**src/rtl/core/rhm_pkg.sv**
```systemverilog
`timescale 1ns / 1ps
// ----------------------------------------------------------------------------
// rhm_pkg
// Shared constants, codes and controller/datapath interface types.
// ----------------------------------------------------------------------------
package rhm_pkg;

    localparam int MAX_ENTRIES = 64;
    localparam int IDX_W       = $clog2(MAX_ENTRIES);
    localparam int CNT_W       = IDX_W + 1;
    localparam int LOG_W       = 4;
    localparam int DATA_W      = 32;
    localparam int BKT_W       = 6;

    localparam logic [LOG_W-1:0]  MIN_LOG2 = LOG_W'(3);
    localparam logic [LOG_W-1:0]  MAX_LOG2 = LOG_W'(IDX_W);
    localparam logic [DATA_W-1:0] GOLDEN   = 32'h9E37_79B9;

    localparam logic [1:0] ACT_INSERT = 2'd0;
    localparam logic [1:0] ACT_REMOVE = 2'd1;
    localparam logic [1:0] ACT_GET    = 2'd2;

    localparam logic [1:0] ST_DONE    = 2'd0;
    localparam logic [1:0] ST_DUP     = 2'd1;
    localparam logic [1:0] ST_MISSING = 2'd2;
    localparam logic [1:0] ST_FULL    = 2'd3;

    typedef struct packed {
        logic load;
        logic scan;
        logic exec;
        logic out_load;
    } cmd_t;

    typedef struct packed {
        logic scan_last;
        logic out_free;
    } stat_t;

    function automatic logic [CNT_W-1:0] pow2(input logic [LOG_W-1:0] l);
        pow2 = CNT_W'(1) << l;
    endfunction

endpackage

```
**src/rtl/core/rhm_ctrl.sv**
```systemverilog
`timescale 1ns / 1ps
// ----------------------------------------------------------------------------
// rhm_ctrl
// Request sequencer: accept, table scan, update, result hand-off.
// ----------------------------------------------------------------------------
module rhm_ctrl (
    input  logic           aclk,
    input  logic           aresetn,
    input  logic           s_tvalid,
    output logic           s_tready,
    input  rhm_pkg::stat_t stat,
    output rhm_pkg::cmd_t  cmd
);

    typedef enum logic [2:0] {
        S_IDLE,
        S_SCAN,
        S_DRAIN,
        S_EXEC,
        S_FINISH
    } state_t;

    state_t state_reg;
    state_t state_next;

    always_comb begin
        state_next   = state_reg;
        cmd          = '0;
        s_tready     = 1'b0;
        unique case (state_reg)
            S_IDLE: begin
                s_tready = 1'b1;
                if (s_tvalid) begin
                    cmd.load   = 1'b1;
                    state_next = S_SCAN;
                end
            end
            S_SCAN: begin
                cmd.scan = 1'b1;
                if (stat.scan_last) begin
                    state_next = S_DRAIN;
                end
            end
            S_DRAIN: begin
                state_next = S_EXEC;
            end
            S_EXEC: begin
                cmd.exec   = 1'b1;
                state_next = S_FINISH;
            end
            S_FINISH: begin
                if (stat.out_free) begin
                    cmd.out_load = 1'b1;
                    state_next   = S_IDLE;
                end
            end
            default: state_next = S_IDLE;
        endcase
    end

    always_ff @(posedge aclk) begin
        if (!aresetn) begin
            state_reg <= S_IDLE;
        end else begin
            state_reg <= state_next;
        end
    end

endmodule

```
**src/rtl/core/rhm_dp.sv**
```systemverilog
`timescale 1ns / 1ps
// ----------------------------------------------------------------------------
// rhm_dp
// Entry storage, key scan comparator, counters, hash and result register.
// ----------------------------------------------------------------------------
module rhm_dp (
    input  logic                            aclk,
    input  logic                            aresetn,
    input  rhm_pkg::cmd_t                   cmd,
    output rhm_pkg::stat_t                  stat,
    input  logic [1:0]                      in_action,
    input  logic [rhm_pkg::DATA_W-1:0]      in_key,
    input  logic [rhm_pkg::DATA_W-1:0]      in_value,
    output logic                            m_tvalid,
    input  logic                            m_tready,
    output logic [1:0]                      out_status,
    output logic [rhm_pkg::DATA_W-1:0]      out_read_value,
    output logic [rhm_pkg::BKT_W-1:0]       out_bucket_index,
    output logic [rhm_pkg::CNT_W-1:0]       out_bucket_count,
    output logic [rhm_pkg::CNT_W-1:0]       out_entry_count
);

    logic [rhm_pkg::DATA_W-1:0] key_mem [rhm_pkg::MAX_ENTRIES];
    logic [rhm_pkg::DATA_W-1:0] val_mem [rhm_pkg::MAX_ENTRIES];
    logic [rhm_pkg::MAX_ENTRIES-1:0] valid_reg;

    logic [1:0]                 act_reg;
    logic [rhm_pkg::DATA_W-1:0] key_reg;
    logic [rhm_pkg::DATA_W-1:0] val_reg;
    logic [rhm_pkg::DATA_W-1:0] hash_reg;
    logic [rhm_pkg::LOG_W-1:0]  log2_reg;
    logic [rhm_pkg::CNT_W-1:0]  count_reg;
    logic [1:0]                 status_reg;

    logic [rhm_pkg::IDX_W-1:0]  addr_reg;
    logic [rhm_pkg::IDX_W-1:0]  cidx_reg;
    logic                       cv_reg;
    logic [rhm_pkg::DATA_W-1:0] keyq_reg;
    logic [rhm_pkg::DATA_W-1:0] valq_reg;
    logic                       hit_reg;
    logic [rhm_pkg::IDX_W-1:0]  slot_reg;
    logic                       free_reg;
    logic [rhm_pkg::IDX_W-1:0]  fidx_reg;

    logic                       m_valid_reg;
    logic [1:0]                 o_status_reg;
    logic [rhm_pkg::DATA_W-1:0] o_rd_reg;
    logic [rhm_pkg::BKT_W-1:0]  o_bkt_reg;
    logic [rhm_pkg::CNT_W-1:0]  o_bcnt_reg;
    logic [rhm_pkg::CNT_W-1:0]  o_ecnt_reg;

    logic [rhm_pkg::CNT_W-1:0]  cap;
    logic                       ins_ok;
    logic [rhm_pkg::CNT_W-1:0]  cnt_dec;
    logic [5:0]                 shamt;
    logic [rhm_pkg::DATA_W-1:0] hash_sh;

    assign cap     = rhm_pkg::pow2(log2_reg);
    assign ins_ok  = !hit_reg && (count_reg < cap)
                     && (count_reg < rhm_pkg::CNT_W'(rhm_pkg::MAX_ENTRIES));
    assign cnt_dec = (hit_reg && count_reg != '0) ? count_reg - 1'b1 : count_reg;
    assign shamt   = 6'd32 - 6'(log2_reg);
    assign hash_sh = hash_reg >> shamt;

    assign stat.scan_last = (addr_reg == rhm_pkg::IDX_W'(rhm_pkg::MAX_ENTRIES - 1));
    assign stat.out_free  = !m_valid_reg || m_tready;

    // memories
    always_ff @(posedge aclk) begin
        keyq_reg <= key_mem[addr_reg];
        valq_reg <= val_mem[slot_reg];
        if (cmd.exec && act_reg == rhm_pkg::ACT_INSERT && ins_ok) begin
            key_mem[fidx_reg] <= key_reg;
            val_mem[fidx_reg] <= val_reg;
        end
    end

    // request registers and hash
    always_ff @(posedge aclk) begin
        if (cmd.load) begin
            act_reg  <= in_action;
            key_reg  <= in_key;
            val_reg  <= in_value;
            hash_reg <= in_key * rhm_pkg::GOLDEN;
        end
    end

    // scan pipeline
    always_ff @(posedge aclk) begin
        if (!aresetn) begin
            addr_reg <= '0;
            cv_reg   <= 1'b0;
            hit_reg  <= 1'b0;
            free_reg <= 1'b0;
        end else begin
            cv_reg <= cmd.scan;
            if (cmd.load) begin
                addr_reg <= '0;
                hit_reg  <= 1'b0;
                free_reg <= 1'b0;
            end else if (cmd.scan) begin
                addr_reg <= addr_reg + 1'b1;
            end
            cidx_reg <= addr_reg;
            if (cv_reg) begin
                if (valid_reg[cidx_reg] && keyq_reg == key_reg && !hit_reg) begin
                    hit_reg  <= 1'b1;
                    slot_reg <= cidx_reg;
                end
                if (!valid_reg[cidx_reg] && !free_reg) begin
                    free_reg <= 1'b1;
                    fidx_reg <= cidx_reg;
                end
            end
        end
    end

    // table state
    always_ff @(posedge aclk) begin
        if (!aresetn) begin
            valid_reg <= '0;
            count_reg <= '0;
            log2_reg  <= rhm_pkg::MIN_LOG2;
        end else begin
            if (cmd.load && in_action == rhm_pkg::ACT_INSERT
                    && count_reg >= cap && log2_reg < rhm_pkg::MAX_LOG2) begin
                log2_reg <= log2_reg + 1'b1;
            end
            if (cmd.exec) begin
                if (act_reg == rhm_pkg::ACT_INSERT) begin
                    if (ins_ok) begin
                        valid_reg[fidx_reg] <= 1'b1;
                        count_reg           <= count_reg + 1'b1;
                    end
                end else if (act_reg == rhm_pkg::ACT_REMOVE) begin
                    if (hit_reg) begin
                        valid_reg[slot_reg] <= 1'b0;
                    end
                    count_reg <= cnt_dec;
                    if ({cnt_dec, 2'b00} <= {2'b00, cap} && log2_reg > rhm_pkg::MIN_LOG2) begin
                        log2_reg <= log2_reg - 1'b1;
                    end
                end
            end
        end
    end

    always_ff @(posedge aclk) begin
        if (cmd.exec) begin
            if (act_reg == rhm_pkg::ACT_INSERT) begin
                status_reg <= hit_reg ? rhm_pkg::ST_DUP
                            : (ins_ok ? rhm_pkg::ST_DONE : rhm_pkg::ST_FULL);
            end else begin
                status_reg <= hit_reg ? rhm_pkg::ST_DONE : rhm_pkg::ST_MISSING;
            end
        end
    end

    // result register
    always_ff @(posedge aclk) begin
        if (!aresetn) begin
            m_valid_reg <= 1'b0;
        end else if (cmd.out_load) begin
            m_valid_reg <= 1'b1;
        end else if (m_tready) begin
            m_valid_reg <= 1'b0;
        end
    end

    always_ff @(posedge aclk) begin
        if (cmd.out_load) begin
            o_status_reg <= status_reg;
            o_rd_reg     <= (act_reg != rhm_pkg::ACT_INSERT && act_reg != rhm_pkg::ACT_REMOVE
                             && hit_reg) ? valq_reg : '0;
            o_bkt_reg    <= hash_sh[rhm_pkg::BKT_W-1:0];
            o_bcnt_reg   <= cap;
            o_ecnt_reg   <= count_reg;
        end
    end

    assign m_tvalid         = m_valid_reg;
    assign out_status       = o_status_reg;
    assign out_read_value   = o_rd_reg;
    assign out_bucket_index = o_bkt_reg;
    assign out_bucket_count = o_bcnt_reg;
    assign out_entry_count  = o_ecnt_reg;

endmodule

```
**src/rtl/core/resizing_hash_map.sv**
```systemverilog
`timescale 1ns / 1ps
// ----------------------------------------------------------------------------
// resizing_hash_map
// Key-value map of up to 64 entries with a growing/shrinking bucket count.
// ----------------------------------------------------------------------------
// Usage:
//   s_ side takes one request (action, key, value) per handshake; action is
//   insert, remove or get. m_ side returns one result per request: status,
//   read value, bucket index, bucket count and entry count.
//   Each request passes from accept to result through a load, a scan of
//   all 64 entries of the key store through a single comparator (one
//   entry per cycle, set by the single read port of the key memory), a
//   drain, an update and a result load. Requests are handled one at a
//   time; s_tready is high only while the block is idle.
//   The result sits in an output register, so a new request is accepted
//   while the previous result waits; a stalled m_tready holds the result
//   and delays only the hand-off of the following one.
//   Reset clears all entry valid bits, the entry count, and sets the
//   bucket count to 8. Key/value memories are not cleared.
// ----------------------------------------------------------------------------
module resizing_hash_map (
    input  logic        aclk,
    input  logic        aresetn,
    input  logic        s_tvalid,
    output logic        s_tready,
    input  logic [71:0] s_tdata,  // action[1:0], key[33:2], value[65:34]
    output logic        m_tvalid,
    input  logic        m_tready,
    output logic [55:0] m_tdata   // status[1:0], read_value[33:2],
                                  // bucket_index[39:34], bucket_count[46:40],
                                  // entry_count[53:47]
);

    rhm_pkg::cmd_t  cmd;
    rhm_pkg::stat_t stat;

    logic [1:0]                     out_status;
    logic [rhm_pkg::DATA_W-1:0]     out_read_value;
    logic [rhm_pkg::BKT_W-1:0]      out_bucket_index;
    logic [rhm_pkg::CNT_W-1:0]      out_bucket_count;
    logic [rhm_pkg::CNT_W-1:0]      out_entry_count;

    rhm_ctrl u_ctrl (
        .aclk     (aclk),
        .aresetn  (aresetn),
        .s_tvalid (s_tvalid),
        .s_tready (s_tready),
        .stat     (stat),
        .cmd      (cmd)
    );

    rhm_dp u_dp (
        .aclk             (aclk),
        .aresetn          (aresetn),
        .cmd              (cmd),
        .stat             (stat),
        .in_action        (s_tdata[1:0]),
        .in_key           (s_tdata[33:2]),
        .in_value         (s_tdata[65:34]),
        .m_tvalid         (m_tvalid),
        .m_tready         (m_tready),
        .out_status       (out_status),
        .out_read_value   (out_read_value),
        .out_bucket_index (out_bucket_index),
        .out_bucket_count (out_bucket_count),
        .out_entry_count  (out_entry_count)
    );

    assign m_tdata = {2'b00, out_entry_count, out_bucket_count, out_bucket_index,
                      out_read_value, out_status};

endmodule

```
**config.mk**
```make
export PLATFORM = sky130hd
export DESIGN_NAME = resizing_hash_map
export DESIGN_NICKNAME = d
export VERILOG_FILES = /design/src/rtl/core/rhm_pkg.sv /design/src/rtl/core/rhm_ctrl.sv /design/src/rtl/core/rhm_dp.sv /design/src/rtl/core/resizing_hash_map.sv
export SDC_FILE = /design/constraint.sdc
export NUM_CORES = 2
export LEC_CHECK = 0
export BUFFER_PORTS_ARGS = -buffer_cell sky130_fd_sc_hd__buf_4
export CAP_MARGIN = 20
export CORE_MARGIN = 2
export CORE_UTILIZATION = 50
export CTS_CLUSTER_SIZE = 14
export DETAILED_ROUTE_END_ITERATION = 12
export HOLD_SLACK_MARGIN = 0.1
export PLACE_DENSITY = 0.64
export SLEW_MARGIN = 10
export SYNTH_ARGS = -nofsm -noshare
export SYNTH_HDL_FRONTEND = slang
export SYNTH_SLANG_ARGS = --single-unit
```
**constraint.sdc**
```tcl
create_clock -name aclk -period 15.05 [get_ports aclk]
set_input_delay 3.01 -clock aclk [delete_from_list [all_inputs] [get_ports aclk]]
set_output_delay 3.01 -clock aclk [all_outputs]
set_load 0.01 [all_outputs]
```
# ---- After elaboration in Yosys (flattened, before gate mapping)
# Memories as Yosys holds them, arrays and structs flattened. A register that Yosys moved wholly into a read port is not among the register bits.
# Cells that the tools add are included.
dict set report totals {
  regBits 260
  latchBits 0
  mem_bits_rw 4096
  rom_bits 0
  output_inout_bits 58
  mem_count 2
}
dict set report classes {
  n_addsub 6
  mul 1
  div_mod_pow 0
  order_cmp 11
  eq_ne 12
  n_shift 2
  n_mux 44
  bitwise 4
  reduce_logical 35
}
# name words width read_ports rd_clocked_by_memory_dff wr line_no
set memory_table {}
lappend memory_table {u_dp.key_mem 64 32 1 1 1 rhm_dp.sv:23} ;# logic [rhm_pkg::DATA_W-1:0] key_mem [rhm_pkg::MAX_ENTRIES];
lappend memory_table {u_dp.val_mem 64 32 1 1 1 rhm_dp.sv:24} ;# logic [rhm_pkg::DATA_W-1:0] val_mem [rhm_pkg::MAX_ENTRIES];
# op n
set ops {}
lappend ops {{two-way mux 64 bit} 4}
lappend ops {{bitwise AND 64 bit} 1}
lappend ops {{inverter 64 bit} 1}
lappend ops {{OR 64 bit} 1}
lappend ops {{== test 32 bit} 1}
lappend ops {{multiplier 32 x 32 -> 32 bit, second input constant} 1}
lappend ops {{right shift 32 x 6 -> 6 bit} 1}
lappend ops {{two-way mux 7 bit} 4}
lappend ops {{< comparator 6 x 7 -> 1 bit, second input constant} 3}
lappend ops {{two-way mux 1 bit} 20}
lappend ops {{two-way mux 4 bit} 5}
lappend ops {{logical AND 1 bit} 16}
lappend ops {{one-hot mux 3 bit (5 select lines)} 1}
lappend ops {{demux 1 bit (select 6 bit)} 2}
lappend ops {{greater-or-equal comparator 6 x 1 -> 1 bit, second input constant} 2}
lappend ops {{AND reduction 3 bit} 4}
lappend ops {{<= comparator 9 x 7 -> 1 bit} 1}
lappend ops {{two-way mux 3 bit} 3}
lappend ops {{two-way mux 2 bit} 4}
lappend ops {{nonzero test 2 bit} 4}
lappend ops {{adder 7 x 1 -> 7 bit, second input constant} 1}
lappend ops {{greater-or-equal comparator 7 bit} 1}
lappend ops {{< comparator 7 bit} 1}
lappend ops {{< comparator 7 bit, second input constant} 1}
lappend ops {{other kinds (24)} 32}

# ---- Depth between registers and ports, before layout
dict set report depth {
  depth_word 10
  mapped_depth 25
  ltp_nobuf 25
}

# ---- Cells and area by module
# A second synthesis with hierarchy kept.
dict set report unflattened {
  cells_unflattened 8939
  area_unflattened_um2 177494.0
}
# mod n_inst cells_per_inst area_each_um2 seq_area_each_um2
set modules_own_cells {}
lappend modules_own_cells {rhm_dp 1 8919 177311.3 131055.7}
lappend modules_own_cells {rhm_ctrl 1 17 163.9 60.1}
lappend modules_own_cells {resizing_hash_map 1 3 18.8 0.0}

# ---- Least setup slack after synthesis
# No wires, ideal clock.
dict set report synth_timing {
  path_type {input to register}
  from {input s_tdata[8]}
  to {register u_dp.hash_reg[28] (netlist name) (data pin)}
  t_arrival_ps 8845
  t_required_ps 14784
  path_slack_ps 5939
  cell_stages 24
  path_buffers 1
  cell_sequence {inv_1 > fa_1 > inv_1 > fa_1 > fa_1 > inv_1 > fa_1 > inv_1 > fa_1 > inv_1 > fa_1 > inv_1 > fa_1 > fa_1 > ha_1 > clkbuf_1 > a21oi_1 > o21ai_0 > a211o_1 > a21o_1 > a21o_1 > a2111oi_0 > nor3_1 > xor2_1}
}
dict set report synth_between {
  elab_chain_cells 1
}
# element line_no
set synth_lines {}
lappend synth_lines {{start, declared} resizing_hash_map.sv:26} ;# input logic [71:0] s_tdata,
lappend synth_lines {{multiplier 32 x 32 -> 32 bit} rhm_dp.sv:84} ;# hash_reg <= in_key * rhm_pkg::GOLDEN;
lappend synth_lines {{end signal, assigned} rhm_dp.sv:84}
lappend synth_lines {{end, declared} rhm_dp.sv:30} ;# logic [rhm_pkg::DATA_W-1:0] hash_reg;
# Every way passes these cells.
# A chain may end at the register's enable or synchronous reset.

# ---- Worst setup path after layout
dict set report layout_timing {
  from {input s_tdata[8]}
  to {register u_dp.hash_reg[30] (netlist name) (data pin)}
}
# Same word-level chain as after synthesis.

==> reports/summary.log <==
qor: die.start_util 50.1%
qor: final_layout.fillCellCount 26624
qor: logic_synthesis.netlist_instances 9085
qor: routing.route.antenna.remaining_nets 0
qor: worst_setup_path.end_kind register
qor: power.p_leak 64.5 nW
qor: worst_setup_path.cp.arrival 9.49 ns
qor: place.placement.io_buffers 125
qor: sta.worst-slew-pin-transition 1.33 ns
qor: grt.global_route_wire_length_before_repair 754 mm
qor: sta.slew_headroom 11.3%
qor: die.placementRows 219
qor: sta.setup_viol_count_final 0
qor: logic_synthesis.synth_top_cell_area_share 72.0%
qor: grt.globalRouteOverflowTotal 0
qor: sta.unrepaired_setup_endpoints_after_global_routing no
qor: logic_synthesis.synth_ff_type edfxtp_1
qor: logic_synthesis.ys_seq_elements 4417
qor: final_layout.layout-drive-gt1-share 21.9%
qor: grt.antenna_violations_before_repair 27
qor: worst_setup_path.critical_path.startpoint_type primary input
qor: final_layout.fin_util 56.3%
qor: sta.timing.final.crit_period 8.75 ns
qor: clocking.path_clk_slew 0.06 ns
qor: worst_setup_path.cp_cell_sequence buf_4 > inv_1 > fa_1 > inv_1 > fa_1 > fa_1 > inv_1 > fa_1 > inv_1 > fa_1 > inv_1 > fa_1 > inv_1 > fa_1 > fa_1 > ha_1 > a21oi_1 > o21ai_0 > a211o_1 > a21o_1 > a21o_1 > a2111oi_0 > nor3_1 > xor2_1
qor: die.die_area 361000 um^2
qor: die.die_width 601 um
qor: clocking.cts_sink_count 4417
qor: power.vdd_drop_max 1.50 mV
qor: clocking.clock_tree_from_tritoncts done
qor: die.floorplan.io_pins 134
qor: sta.report.final.slew_viol_count 0
qor: worst_setup_path.worst_path_most_repeated_cell fa_1
qor: job.maxCapViolCount 0
qor: routing.drt-pass1-iter-count 8
qor: logic_synthesis.asyncSetResetFlopFracSynth 0%
qor: clocking.cts_inserted_buffers 437
qor: final_layout.finalNetCount 9987
qor: sta.post-route-worst-setup-slack 6.30 ns
qor: logic_synthesis.synth_edf_count 4265
qor: logic_synthesis.most_area_consuming_cells_after_synthesis edfxtp_1 72%, mux4_2 10%, fa_1 2.6%, dfxtp_1 1.7%, mux2i_1 1.7%
qor: logic_synthesis.netlist.top_cell.by_area edfxtp_1
qor: routing.drt-initial-drc-count 15452
qor: worst_setup_path.slowest_stage fa_1
qor: place.placement.setup.worst_slack 5.29 ns
qor: worst_setup_path.worstSetupPathType primary input to register
qor: worst_setup_path.timing.critical_path.required 15.79 ns
qor: sta.fin_skew 0.107 ns
qor: clocking.clock_latency_at_the_later_pin_of_the_worst_skew_pair 1.02 ns
qor: grt.grt_start_max_net_pins 120
qor: sta.timing.setup.tns 0 ns
qor: routing.finalWirelength 549 mm
qor: logic_synthesis.syn-cell-area 178000 um^2
qor: final_layout.area_added_between_synthesis_and_finish 12.4%
qor: routing.wire_per_inst 37.6 um
qor: routing.route.vias.total 97746
qor: clocking.cts.root.buffer_cell clkbuf_16
qor: logic_synthesis.synthesis.area_per_instance 19.6 um^2
qor: routing.via_per_inst 6.70
qor: logic_synthesis.ys_warn_count 0
qor: worst_setup_path.ff2ff_setup_slack 7.93 ns
qor: logic_synthesis.synth.distinct_cells 65
qor: routing.route.detailed.drc 0
qor: grt.grt.total_usage 30.0%
qor: clocking.cts_setup_buffers 0
qor: die.placeableCoreArea 355000 um^2
qor: sta.maxClockFrequency 0.114 GHz
qor: clocking.h_tree_levels 5
qor: logic_synthesis.seq_area_frac_synth 73.7%
qor: die.die_height 601 um
qor: worst_setup_path.crit_path_max_fanout 8
qor: clocking.ctsLongestPathBuffers 4
qor: min_path.min_path_type register to register
qor: outcome.outcome finished, final reports clean
qor: clocking.cts_resized 0
qor: clocking.holdBufCountCts 0
qor: place.placer_s_final_routability_congestion_estimate 0.882
qor: place.detailedPlacementHpwl 293 mm
qor: worst_setup_path.timing.critical_path.slowest_cell_delay 0.55 ns
qor: grt.first_global_vias 95475
qor: sta.hold_viol_final 0
qor: power.pwr_per_cell_area 163 nW/um^2
qor: sta.final_min_period_over_clock_period 58.1%
layout by cell type, fill, tap and decap left out, types with 42 or more instances in the layout:
| cell | Yosys | final |
|---|---|---|
| o21a_1 | 50 | 50 |
| clkinv_1 | 0 | 74 |
| clkbuf_1 | 277 | 131 |
| buf_4 | 2 | 415 |
| xor2_1 | 42 | 42 |
| a21oi_1 | 266 | 266 |
| clkinv_2 | 0 | 69 |
| nor2_1 | 304 | 236 |
| ha_1 | 225 | 225 |
| dfxtp_1 | 152 | 145 |
| nor2_4 | 0 | 62 |
| o21ai_0 | 205 | 205 |
| inv_1 | 324 | 308 |
| o22ai_1 | 130 | 130 |
| edfxtp_1 | 4265 | 4265 |
| mux2_2 | 194 | 194 |
| xnor2_1 | 62 | 62 |
| a221oi_1 | 296 | 296 |
| a22oi_1 | 109 | 109 |
| nand2_1 | 160 | 158 |
| mux4_2 | 797 | 797 |
| mux2i_1 | 300 | 300 |
| clkbuf_16 | 0 | 439 |
| fa_1 | 229 | 229 |
critical path, delay by kind of cell:
family / cells / cell delay, ns
compound gates: 6 / 1.33
xor+xnor: 1 / 0.16
simple gates: 1 / 0.13
buf+inv: 7 / 0.67
fa+ha+maj: 9 / 4.17
per-stage QoR:
stage                     power, W  instance area [um^2]  cells  hold slack (ns)
after CTS                   0.0328                200000  14586            0.481
after detailed placement    0.0221                186000  13768            0.473
after floorplan             0.0199                178000   9086            0.400
final                       0.0326                200000  14595            0.485
after global placement      0.0221                186000  13765            0.466
after global routing        0.0339                200000  14588            0.500
routing by layer:
metal  track usage [%]  share of wire (%)
met1              42.6                 37
met2              46.6                 46
met3              6.03                 12
met4              10.3                4.0
met5                 0              0.034
power by group:
part / leakage, nW / total, W / switching [W] / internal (W)
combinational: 18.0 / 0.00771 / 0.00447 / 0.00324
clock: 6.83 / 0.0107 / 0.00468 / 0.00606
sequential: 39.6 / 0.0141 / 0.0000611 / 0.0141
final cells by class:
cell class / instances / area [um^2] / area share [%]
Sequential cell: 4417 / 131000 / 65.6
Multi-Input combinational cell: 3840 / 44000 / 22.0
Clock buffer: 598 / 11900 / 5.93
Tap cell: 4751 / 5940 / 2.97
Timing Repair Buffer: 434 / 3480 / 1.74
Clock inverter: 220 / 2140 / 1.07
Inverter: 327 / 1320 / 0.658
Antenna cell: 8 / 20.0 / 0.0100
synth_stat cells, drive strengths merged (26+ instances only):
cell type and instances:
o22ai 130, nor2b 36, a22o 39, o221ai 27, o21ai 206, ha 225
and3 41, mux2 194, nor2 304, xor2 42, a221oi 296, a21boi 29
fa 229, edfxtp 4265, dfxtp 152, xnor2 62, mux2i 300, nand2 160
a211oi 41, and2 26, nand3 33, a22oi 109, mux4 797, clkbuf 277
buf 225, inv 327, a21oi 266, o21a 50
path summary, 6_finish.rpt:
path	start	to	cells after the start
max	s_tdata[8]	u_dp.hash_reg[30]$_DFFE_PP_	24
min	u_dp.valid_reg[2]$_SDFFE_PN0P_	u_dp.valid_reg[2]$_SDFFE_PN0P_	2
max reg2reg	u_dp.log2_reg[0]$_SDFF_PN1_	u_dp.key_mem[51][28]$_DFFE_PP_	17
min reg2reg	u_dp.valid_reg[2]$_SDFFE_PN0P_	u_dp.valid_reg[2]$_SDFFE_PN0P_	2
cells by family after synthesis:
kind of cell	after synthesis	synth area share, %
flip-flops	4417	73.7
multiplexers	1291	13.0
AO/OA/AOI/OAI	1287	4.96
buffers and inverters	829	1.87
AND/OR/NAND/NOR	702	1.81
adder cells (fa/ha/maj)	454	4.16
XOR/XNOR	104	0.512
other	1	0.00211
No activity file was read; power rests on OpenSTA's default activity.
